===== config.mk =====
export PLATFORM = sky130hd
export DESIGN_NAME = sorted_array_table
export DESIGN_NICKNAME = d
export VERILOG_FILES = /design/src/rtl/sat_pkg.sv /design/src/rtl/sat_divider.sv /design/src/rtl/sorted_array_table.sv
export SDC_FILE = /design/constraint.sdc
export NUM_CORES = 2
export LEC_CHECK = 0
export BUFFER_PORTS_ARGS = -buffer_cell sky130_fd_sc_hd__buf_4
export CAP_MARGIN = 25
export CELL_PAD_IN_SITES_DETAIL_PLACEMENT = 2
export CELL_PAD_IN_SITES_GLOBAL_PLACEMENT = 2
export CORE_AREA = 2 2 576 578
export DETAILED_ROUTE_END_ITERATION = 8
export DIE_AREA = 0 0 578 580
export PLACE_DENSITY = 0.66
export SLEW_MARGIN = 20
export SYNTH_ARGS = -nofsm -noshare
export SYNTH_HDL_FRONTEND = slang
export SYNTH_SLANG_ARGS = --single-unit

===== constraint.sdc =====
create_clock -name i_clk -period 8.2 [get_ports i_clk]
set_input_delay 0.41 -clock i_clk [delete_from_list [all_inputs] [get_ports i_clk]]
set_output_delay 0.41 -clock i_clk [all_outputs]
set_load 0.03 [all_outputs]

===== src/rtl/sat_pkg.sv =====
// ============================================================================
// sat_pkg: shared types and constants of the sorted array table
// Command kinds, status codes, field widths and the sequencer state type.
// ============================================================================
package sat_pkg;

    localparam int Capacity = 64;
    localparam int AddrW    = $clog2(Capacity);
    localparam int FillW    = $clog2(Capacity + 1);
    localparam int ValW     = 32;
    localparam int SumW     = ValW + FillW - 1;

    typedef enum logic [2:0] {
        K_INSERT = 3'd0,
        K_REMOVE = 3'd1,
        K_READ   = 3'd2,
        K_BSEARCH = 3'd3,
        K_LIST   = 3'd4,
        K_AVG    = 3'd5
    } t_kind;

    typedef enum logic [1:0] {
        ST_OK      = 2'd0,
        ST_FULL    = 2'd1,
        ST_RANGE   = 2'd2,
        ST_MISSING = 2'd3
    } t_status;

    typedef enum logic [3:0] {
        S_IDLE,
        S_INS_RD,
        S_INS_SH,
        S_REM_RD,
        S_REM_SH,
        S_READ,
        S_BS_RD,
        S_BS_CHK,
        S_LS_RD,
        S_LS_CHK,
        S_DIV,
        S_OUT
    } t_state;

    // One result word as it goes to the output register.
    typedef struct packed {
        logic         last;
        logic [FillW-1:0] fill;
        logic [AddrW-1:0] found_at;
        logic [ValW-1:0]  data;
        t_status          status;
    } t_result;

    // Handshake between the sequencer and the divider.
    typedef struct packed {
        logic             start;
        logic [SumW-1:0]  dividend;
        logic [FillW-1:0] divisor;
    } t_div_req;

    typedef struct packed {
        logic            done;
        logic [ValW-1:0] quotient;
    } t_div_rsp;

endpackage


===== src/rtl/sat_divider.sv =====
// ============================================================================
// sat_divider: serial signed divide for the table average
// Restoring divide of the running sum by the entry count, one quotient bit a
// cycle, with the quotient truncated toward zero.
// ============================================================================
module sat_divider
    import sat_pkg::*;
(
    input  logic     i_clk,
    input  logic     i_rst_n,
    input  t_div_req i_req,
    output t_div_rsp o_rsp
);

    localparam int CntW = $clog2(SumW + 1);

    logic [SumW-1:0]  r_quo;
    logic [SumW-1:0]  r_rem;
    logic [FillW-1:0] r_den;
    logic             r_neg;
    logic [CntW-1:0]  r_cnt;
    logic             r_busy;
    logic             r_done;

    logic [SumW:0]    n_rem;
    logic [SumW:0]    n_diff;
    logic [SumW-1:0]  n_abs;
    logic [SumW-1:0]  n_qs;

    // One trial subtraction per cycle.
    always_comb begin
        n_abs  = i_req.dividend[SumW-1] ? (~i_req.dividend + 1'b1) : i_req.dividend;
        n_rem  = {r_rem, r_quo[SumW-1]};
        n_diff = n_rem - {{(SumW + 1 - FillW){1'b0}}, r_den};
        n_qs   = r_neg ? (~r_quo + 1'b1) : r_quo;
    end

    always_ff @(posedge i_clk) begin
        if (!i_rst_n) begin
            r_busy <= 1'b0;
            r_done <= 1'b0;
            r_cnt  <= '0;
        end else begin
            r_done <= 1'b0;
            if (i_req.start) begin
                r_busy <= 1'b1;
                r_cnt  <= CntW'(SumW);
            end else if (r_busy) begin
                r_cnt <= r_cnt - 1'b1;
                if (r_cnt == CntW'(1)) begin
                    r_busy <= 1'b0;
                    r_done <= 1'b1;
                end
            end
        end
    end

    always_ff @(posedge i_clk) begin
        if (i_req.start) begin
            r_quo <= n_abs;
            r_rem <= '0;
            r_den <= i_req.divisor;
            r_neg <= i_req.dividend[SumW-1];
        end else if (r_busy) begin
            if (!n_diff[SumW]) begin
                r_rem <= n_diff[SumW-1:0];
                r_quo <= {r_quo[SumW-2:0], 1'b1};
            end else begin
                r_rem <= n_rem[SumW-1:0];
                r_quo <= {r_quo[SumW-2:0], 1'b0};
            end
        end
    end

    assign o_rsp.done     = r_done;
    assign o_rsp.quotient = n_qs[ValW-1:0];

endmodule


===== src/rtl/sorted_array_table.sv =====
// ============================================================================
// sorted_array_table: ascending table of signed 32-bit values
// Command-driven sorted table held in one synchronous memory.
// ============================================================================
// Usage: commands arrive on the s_axis channel (one word each); results leave
// on m_axis. tuser carries the command kind on input and the status on output;
// tlast marks the final result of a command. Only a list command gives more
// than one result word.
// Memory reads are registered: data returns in the cycle after the address.
// Insert and remove shift entries one at a time, each with a read and a
// write; average runs in the serial divider. A list match word leaves once
// the next match or the end of the table is seen, so its tlast is known
// when it is sent. One command is processed at a time; s_axis_tready is
// high only when the sequencer is idle and the output register is empty or
// being emptied.
// Reset clears the entry count and running sum; the table memory holds no
// reset value, and entries beyond the count are never used.
// A stalled receiver holds the result in the output register; the sequencer
// waits there until the word is taken.
// ============================================================================
module sorted_array_table
    import sat_pkg::*;
(
    input  logic        i_clk,
    input  logic        i_rst_n,
    input  logic        s_axis_tvalid,
    output logic        s_axis_tready,
    // tdata: [31:0] value, [37:32] position, [39:38] zero
    input  logic [39:0] s_axis_tdata,
    // tuser: [2:0] kind
    input  logic [2:0]  s_axis_tuser,
    output logic        m_axis_tvalid,
    input  logic        m_axis_tready,
    // tdata: [31:0] data, [37:32] found_at, [44:38] fill, [47:45] zero
    output logic [47:0] m_axis_tdata,
    // tuser: [1:0] status
    output logic [1:0]  m_axis_tuser,
    output logic        m_axis_tlast
);

    // Table memory.
    logic [ValW-1:0]  r_mem [Capacity];
    logic [ValW-1:0]  r_rdata;
    logic             n_we;
    logic [AddrW-1:0] n_waddr;
    logic [ValW-1:0]  n_wdata;
    logic [AddrW-1:0] n_raddr;

    always_ff @(posedge i_clk) begin
        if (n_we) begin
            r_mem[n_waddr] <= n_wdata;
        end
        r_rdata <= r_mem[n_raddr];
    end

    // Sequencer state.
    t_state              r_state, n_state;
    logic [FillW-1:0]    r_count, n_count;
    logic [SumW-1:0]     r_sum, n_sum;
    logic [ValW-1:0]     r_val, n_val;
    logic [FillW-1:0]    r_idx, n_idx;
    logic [FillW:0]      r_lo, n_lo;
    logic [FillW:0]      r_hi, n_hi;
    logic                r_hit, n_hit;
    logic                r_ovalid, n_ovalid;
    t_result             r_res, n_res;
    t_div_req            n_div;
    t_div_rsp            w_div;

    logic                w_out_free;
    logic [FillW:0]      w_mid;
    logic signed [ValW-1:0] w_rd_s;
    logic signed [ValW-1:0] w_val_s;

    sat_divider u_div (
        .i_clk   (i_clk),
        .i_rst_n (i_rst_n),
        .i_req   (n_div),
        .o_rsp   (w_div)
    );

    assign w_out_free = !r_ovalid || m_axis_tready;
    assign w_mid      = (r_lo + r_hi) >> 1;
    assign w_rd_s     = r_rdata;
    assign w_val_s    = r_val;

    always_ff @(posedge i_clk) begin
        if (!i_rst_n) begin
            r_state  <= S_IDLE;
            r_count  <= '0;
            r_sum    <= '0;
            r_ovalid <= 1'b0;
        end else begin
            r_state  <= n_state;
            r_count  <= n_count;
            r_sum    <= n_sum;
            r_ovalid <= n_ovalid;
        end
    end

    always_ff @(posedge i_clk) begin
        r_val  <= n_val;
        r_idx  <= n_idx;
        r_lo   <= n_lo;
        r_hi   <= n_hi;
        r_hit  <= n_hit;
        r_res  <= n_res;
    end

    // Next state, memory control and result building.
    always_comb begin
        n_state  = r_state;
        n_count  = r_count;
        n_sum    = r_sum;
        n_val    = r_val;
        n_idx    = r_idx;
        n_lo     = r_lo;
        n_hi     = r_hi;
        n_hit    = r_hit;
        n_res    = r_res;
        n_ovalid = r_ovalid && !m_axis_tready;
        n_we     = 1'b0;
        n_waddr  = r_idx[AddrW-1:0];
        n_wdata  = r_val;
        n_raddr  = r_idx[AddrW-1:0];
        n_div    = '0;
        s_axis_tready = 1'b0;

        case (r_state)
            S_IDLE: begin
                s_axis_tready = w_out_free;
                if (s_axis_tvalid && w_out_free) begin
                    n_val  = s_axis_tdata[ValW-1:0];
                    n_res  = '0;
                    n_res.last = 1'b1;
                    n_res.fill = r_count;
                    n_state = S_OUT;
                    n_hit  = 1'b0;
                    case (s_axis_tuser)
                        K_INSERT: begin
                            if (r_count >= FillW'(Capacity)) begin
                                n_res.status = ST_FULL;
                            end else begin
                                // Shift from the top down until the slot fits.
                                n_idx  = r_count;
                                n_state = S_INS_RD;
                            end
                        end
                        K_REMOVE, K_READ: begin
                            n_idx = {1'b0, s_axis_tdata[ValW +: AddrW]};
                            if ({1'b0, s_axis_tdata[ValW +: AddrW]} >= r_count) begin
                                n_res.status = ST_RANGE;
                            end else begin
                                n_raddr = s_axis_tdata[ValW +: AddrW];
                                n_state = (s_axis_tuser == K_READ) ? S_READ : S_REM_RD;
                            end
                        end
                        K_BSEARCH: begin
                            n_lo = '0;
                            n_hi = {1'b0, r_count} - 1'b1;
                            n_state = S_BS_RD;
                        end
                        K_LIST: begin
                            n_idx = '0;
                            n_state = S_LS_RD;
                        end
                        K_AVG: begin
                            if (r_count != '0) begin
                                n_div.start    = 1'b1;
                                n_div.dividend = r_sum;
                                n_div.divisor  = r_count;
                                n_state = S_DIV;
                            end
                        end
                        default: begin
                        end
                    endcase
                end
            end

            // Insert: read entry idx-1, move it up if larger than the value.
            S_INS_RD: begin
                if (r_idx == '0) begin
                    n_we    = 1'b1;
                    n_waddr = '0;
                    n_wdata = r_val;
                    n_count = r_count + 1'b1;
                    n_sum   = r_sum + SumW'(w_val_s);
                    n_res.fill = r_count + 1'b1;
                    n_state = S_OUT;
                end else begin
                    n_raddr = AddrW'(r_idx - 1'b1);
                    n_state = S_INS_SH;
                end
            end
            S_INS_SH: begin
                n_we = 1'b1;
                if (w_val_s < w_rd_s) begin
                    n_waddr = r_idx[AddrW-1:0];
                    n_wdata = r_rdata;
                    n_idx   = r_idx - 1'b1;
                    n_state = S_INS_RD;
                end else begin
                    n_waddr = r_idx[AddrW-1:0];
                    n_wdata = r_val;
                    n_count = r_count + 1'b1;
                    n_sum   = r_sum + SumW'(w_val_s);
                    n_res.fill = r_count + 1'b1;
                    n_state = S_OUT;
                end
            end

            // Remove: first read gives the removed value, then pull down.
            S_REM_RD: begin
                if (!r_hit) begin
                    n_sum = r_sum - SumW'(w_rd_s);
                    n_hit = 1'b1;
                end else begin
                    n_we    = 1'b1;
                    n_waddr = AddrW'(r_idx - 1'b1);
                    n_wdata = r_rdata;
                end
                if (r_idx + 1'b1 >= r_count) begin
                    n_count = r_count - 1'b1;
                    n_res.fill = r_count - 1'b1;
                    n_state = S_OUT;
                end else begin
                    n_idx   = r_idx + 1'b1;
                    n_raddr = AddrW'(r_idx + 1'b1);
                    n_state = S_REM_SH;
                end
            end
            S_REM_SH: begin
                n_state = S_REM_RD;
            end

            S_READ: begin
                n_res.data = r_rdata;
                n_state = S_OUT;
            end

            // Binary search with floor midpoints.
            S_BS_RD: begin
                if ($signed(r_lo) > $signed(r_hi)) begin
                    n_res.status = ST_MISSING;
                    n_state = S_OUT;
                end else begin
                    n_raddr = w_mid[AddrW-1:0];
                    n_idx   = w_mid[FillW-1:0];
                    n_state = S_BS_CHK;
                end
            end
            S_BS_CHK: begin
                if (w_rd_s == w_val_s) begin
                    n_res.found_at = r_idx[AddrW-1:0];
                    n_state = S_OUT;
                end else if (w_rd_s > w_val_s) begin
                    n_hi = {1'b0, r_idx} - 1'b1;
                    n_state = S_BS_RD;
                end else begin
                    n_lo = {1'b0, r_idx} + 1'b1;
                    n_state = S_BS_RD;
                end
            end

            // Listing: S_LS_RD reads each entry once the output is free, S_LS_CHK
            // compares it. The latest match is held in r_lo and sent when the next
            // match or the end of the table shows whether it is the final word.
            S_LS_RD: begin
                if (!r_ovalid || m_axis_tready) begin
                    if (r_idx >= r_count) begin
                        if (r_hit) begin
                            n_res.status   = ST_OK;
                            n_res.found_at = r_lo[AddrW-1:0];
                            n_res.last     = 1'b1;
                            n_res.fill     = r_count;
                        end else begin
                            n_res.status = ST_MISSING;
                            n_res.last   = 1'b1;
                        end
                        n_state = S_OUT;
                    end else begin
                        n_raddr = r_idx[AddrW-1:0];
                        n_state = S_LS_CHK;
                    end
                end
            end
            S_LS_CHK: begin
                if (w_rd_s == w_val_s) begin
                    if (r_hit) begin
                        n_ovalid = 1'b1;
                        n_res.status   = ST_OK;
                        n_res.found_at = r_lo[AddrW-1:0];
                        n_res.last     = 1'b0;
                        n_res.fill     = r_count;
                    end
                    n_hit = 1'b1;
                    n_lo  = {1'b0, r_idx};
                end
                n_idx   = r_idx + 1'b1;
                n_state = S_LS_RD;
            end

            S_DIV: begin
                if (w_div.done) begin
                    n_res.data = w_div.quotient;
                    n_state = S_OUT;
                end
            end

            S_OUT: begin
                if (!r_ovalid || m_axis_tready) begin
                    n_ovalid = 1'b1;
                    n_state  = S_IDLE;
                end
            end

            default: n_state = S_IDLE;
        endcase
    end

    assign m_axis_tvalid = r_ovalid;
    assign m_axis_tdata  = {3'b000, r_res.fill, r_res.found_at, r_res.data};
    assign m_axis_tuser  = r_res.status;
    assign m_axis_tlast  = r_res.last;

`ifndef NO_ASSERTIONS
    // The entry count never exceeds the capacity.
    a_count_cap: assert property (@(posedge i_clk) disable iff (!i_rst_n)
        r_count <= FillW'(Capacity))
        else $error("entry count above capacity");

    // A stalled result holds its content.
    a_hold: assert property (@(posedge i_clk) disable iff (!i_rst_n)
        r_ovalid && !m_axis_tready |=> r_ovalid && $stable(r_res))
        else $error("result changed while stalled");

    // No command is taken while a divide is in flight.
    a_div_busy: assert property (@(posedge i_clk) disable iff (!i_rst_n)
        r_state == S_DIV |-> !s_axis_tready)
        else $error("command accepted during divide");
`endif

endmodule

==> key figures <==
Outcome
  – Status: completed

Clock tree
  – Clock root cell: clkbuf_16
  – Clk_lat worst skew: 0.87 ns
  – CTS resizes: 0
  – CTS buffer count: 267
  – Setup bufs post-CTS: 0
  – CTS clk-pin slew, worst paths: 0.06 ns
  – H-tree depth: 5
  – CTS tree: done
  – CTS Buffer Depth: 4
  – Clock sink total: 2326

Logic synthesis
  – Synth Instances: 7813
  – Post-synthesis mux area share: 0.300%
  – Largest cells by area after synthesis: edfxtp_1, nand2_1, a21oi_1, dfxtp_1, clkbuf_1
  – Adder-cell share of the synthesized area: 1.64%
  – Share of the synthesized area in the top cell type: 67.1%
  – Synth Area in Simple Gates: 10.9%
  – Post-synth cell types: 84
  – Post-synth EDFFs: 2198
  – Complex-gate fraction of the synthesized area: 13.2%
  – Synth Area in XOR/XNOR: 1.68%
  – Leading area contributor after synthesis: edfxtp_1
  – Primary FF master, synth: edfxtp_1
  – Avg Inst Size Synth: 12.6 µm²
  – Synth Register Bits: 2326
  – Post-synthesis cell area: 98300 µm²
  – Yosys warnings: 0
  – Register area share after synthesis: 69.7%
  – Asr flop ratio synth: 0%
  – Largest family of logic cells by synthesized area: compound AO/OA/AOI/OAI gates

Detailed routing
  – DRT antenna net count: 0
  – Via/cell ratio: 5.43
  – Drt total wl: 348 mm
  – Residual DRC: 0
  – Initial detailed-routing violation count: 5421
  – Vias: 68300
  – Avg WL per Cell: 27.6 µm
  – Drt pass-1 iters: 5

Timing
  – Highest clock rate: 156 MHz
  – Max-slew violation count: 0
  – Least-Margin Pin Slew: 1.10 ns
  – Worst-case clock skew: 0.0666 ns
  – Hold Violations, Final: 0
  – Min Tclk post-route: 6.42 ns
  – Crit share post-route: 78.3%
  – Setup-violating endpoint count in the final report: 0
  – Hold Worst Slack: 0.0844 ns
  – Final TNS setup: 0 ns
  – RSZ-0062 raised after global routing: false
  – Slew HR: 26.5%

Cells and area
  – Share of cells above drive strength 1: 11.1%
  – # nets final: 8150
  – FF+latch area: 68600 µm²
  – Area of the multi-input gates: 28400 µm²
  – Non-Filler Instances: 12600
  – Fill cells: 33700
  – Layout area overhead: 16.9%
  – Fin area: 115000 µm²

Flow run
  – Max-cap violations: 0

Worst setup path
  – R2R Path End: r_rdata[21]$_DFF_P_
  – Critical Path AT: 7.21 ns
  – Crit-path most repeated cell: buf_4
  – Setup CP Type: register to register
  – Data required, critical path: 8.99 ns
  – Slowest stage delay, CP: 0.86 ns
  – R2R setup slack: 1.78 ns
  – Cell Chain, Critical Path: ha_1, nand3_1, xor2_1, inv_1, ha_1, nand3_1, o31ai_1, buf_4, nor2_1, a221oi_1, o21ai_0, a32o_1, nand2_1, buf_4, o22ai_1, nor4_1, buf_4, and3_1
  – Crit. End Element: register
  – CP max FO: 13
  – Worst-case reg-to-reg path depth: 18
  – Slowest cell on the critical path: a221oi_1
  – Crit start category: register
  – CP startpoint: r_idx[1]$_DFFE_PP_
  – Worst flop-to-flop path startpoint: r_idx[1]$_DFFE_PP_

Placed design
  – RD Place Congestion: 0.834
  – IO Port Bufs: 94
  – Placed instance count: 12000
  – Hpwl dp: 209 mm
  – Area after DPL: 106000 µm²

Worst hold path
  – Hold Path Origin: s_axis_tuser[1]
  – Worst Hold Class: input port to register
  – Hold EP: m_axis_tuser[0]$_DFFE_PP_
  – Hold depth: 3

Global routing
  – First-pass GRT wire length: 504 mm
  – Vias in the first global route: 74000
  – Total GRT Usage: 20.1%
  – Gr ovfl total: 0
  – Initial antenna violation count: 26
  – Largest net degree at the start of global routing: 151

Die
  – Starting density of the core: 29.9%
  – Rows: 211
  – Ports: 100
  – Core Region: 329000 µm²
  – Die height: 580 µm
  – Die width: 578 µm
  – DIE AREA: 335000 µm²
-- registers in the layout, indices dropped and copies added, names as in the netlist --
signal         flops
r_mem           2048
m_axis_tdata      45
r_sum             38
u_div.r_quo       38
u_div.r_rem       38
r_rdata           32
r_val             32
r_hi               8
r_lo               8
r_count            7
r_idx              7
u_div.r_den        7
u_div.r_cnt        6
r_state            4
m_axis_tuser       2
m_axis_tlast       1
m_axis_tvalid      1
r_hit              1
u_div.r_busy       1
u_div.r_done       1
u_div.r_neg        1
-- cells by family after synthesis --
kind of cell	Yosys count
AO/OA/AOI/OAI	2065
XOR/XNOR	189
adder cells (fa/ha/maj)	127
buffers and inverters	617
flip-flops	2326
multiplexers	28
other	1
AND/OR/NAND/NOR	2460
-- per-layer routing --
metal / up-vias / share of wire (%) / global-route usage (%) / wire [µm]
met2: 1764 / 49 / 34.1 / 169000
met5: - / 0 / 0 / 0
met4: 0 / 2.7 / 6.09 / 9320
met3: 437 / 5.0 / 2.65 / 17300
met1: 36300 / 44 / 26.6 / 152000
li1: 29800 / - / - / -
-- per-stage QoR --
step           utilization, %  setup slack [ns]
2_1_floorplan               -              2.56
3_3_place_gp             32.2              1.66
3_5_place_dp             32.2              1.79
4_1_cts                  34.9              1.77
5_1_grt                  34.9              1.36
6_report                 34.9              1.78
-- worst max-delay path, delay by kind of cell (launching register included) --
kind / cells / cell delay [ns]
AND/OR/NAND/NOR: 6 / 1.73
XOR/XNOR: 1 / 0.39
buffers and inverters: 4 / 0.96
AO/OA/AOI/OAI: 5 / 1.93
flip-flops: 1 / 0.62
adder cells (fa/ha/maj): 2 / 0.70
-- worst max path at each step --
stage	to	slack [ns]	depth (start not counted)
after global routing	r_sum[36]$_SDFFE_PN0P_	1.36	24
final	r_rdata[21]$_DFF_P_	1.78	18
after floorplan	r_mem[0][0]$_DFFE_PP_	2.56	11
after global placement	r_rdata[21]$_DFF_P_	1.66	19
after CTS	r_rdata[21]$_DFF_P_	1.77	18
after detailed placement	r_rdata[21]$_DFF_P_	1.79	18
-- area by class of cell --
type	instances	share of cell area (%)
Sequential cell	2326	59.6
Antenna cell	37	0.0805
Tap cell	4366	4.75
Clock inverter	133	1.12
Clock buffer	334	6.23
Inverter	96	0.313
Multi-Input combinational cell	4872	24.7
Timing Repair Buffer	414	3.21
-- layout by cell type (no fill, tap or decap), types with 120 or more instances in the layout --
cell / n
a22oi_1: 199
edfxtp_1: 2198
a21oi_1: 694
clkbuf_16: 274
nand2_1: 1497
ha_1: 123
dfxtp_1: 127
nor2_1: 242
buf_4: 338
nand3_1: 120
a211oi_1: 200
o21ai_0: 215
and3_1: 207
o22ai_1: 195
a31oi_1: 176
-- cell usage after synthesis (20+ instances only) --
library cell / number
a22oi_1: 199
nor2_1: 308
nor2b_1: 34
a31oi_1: 176
nand2b_1: 28
nor3_1: 80
xnor2_1: 91
o21ai_0: 247
buf_2: 74
a22o_1: 98
and3_1: 208
buf_1: 28
or4_1: 20
dfxtp_1: 128
a21boi_0: 33
o22ai_1: 195
a32oi_1: 65
clkbuf_1: 411
xor2_1: 98
nand2_1: 1499
ha_1: 123
o31ai_1: 25
inv_1: 92
nor4_1: 59
a211oi_1: 200
mux2i_1: 25
edfxtp_1: 2198
a21oi_1: 694
nand3_1: 121
or3_1: 28
a21o_1: 26
-- what timing repair did --
action / CTS / global route
hold endpoints to repair: 36 / 0
setup endpoints to repair: 0 / 0
hold buffers: 36 / 0
Power is not shown: default switching activity piles up to over one toggle a cycle in this logic, so the estimate is an artifact.
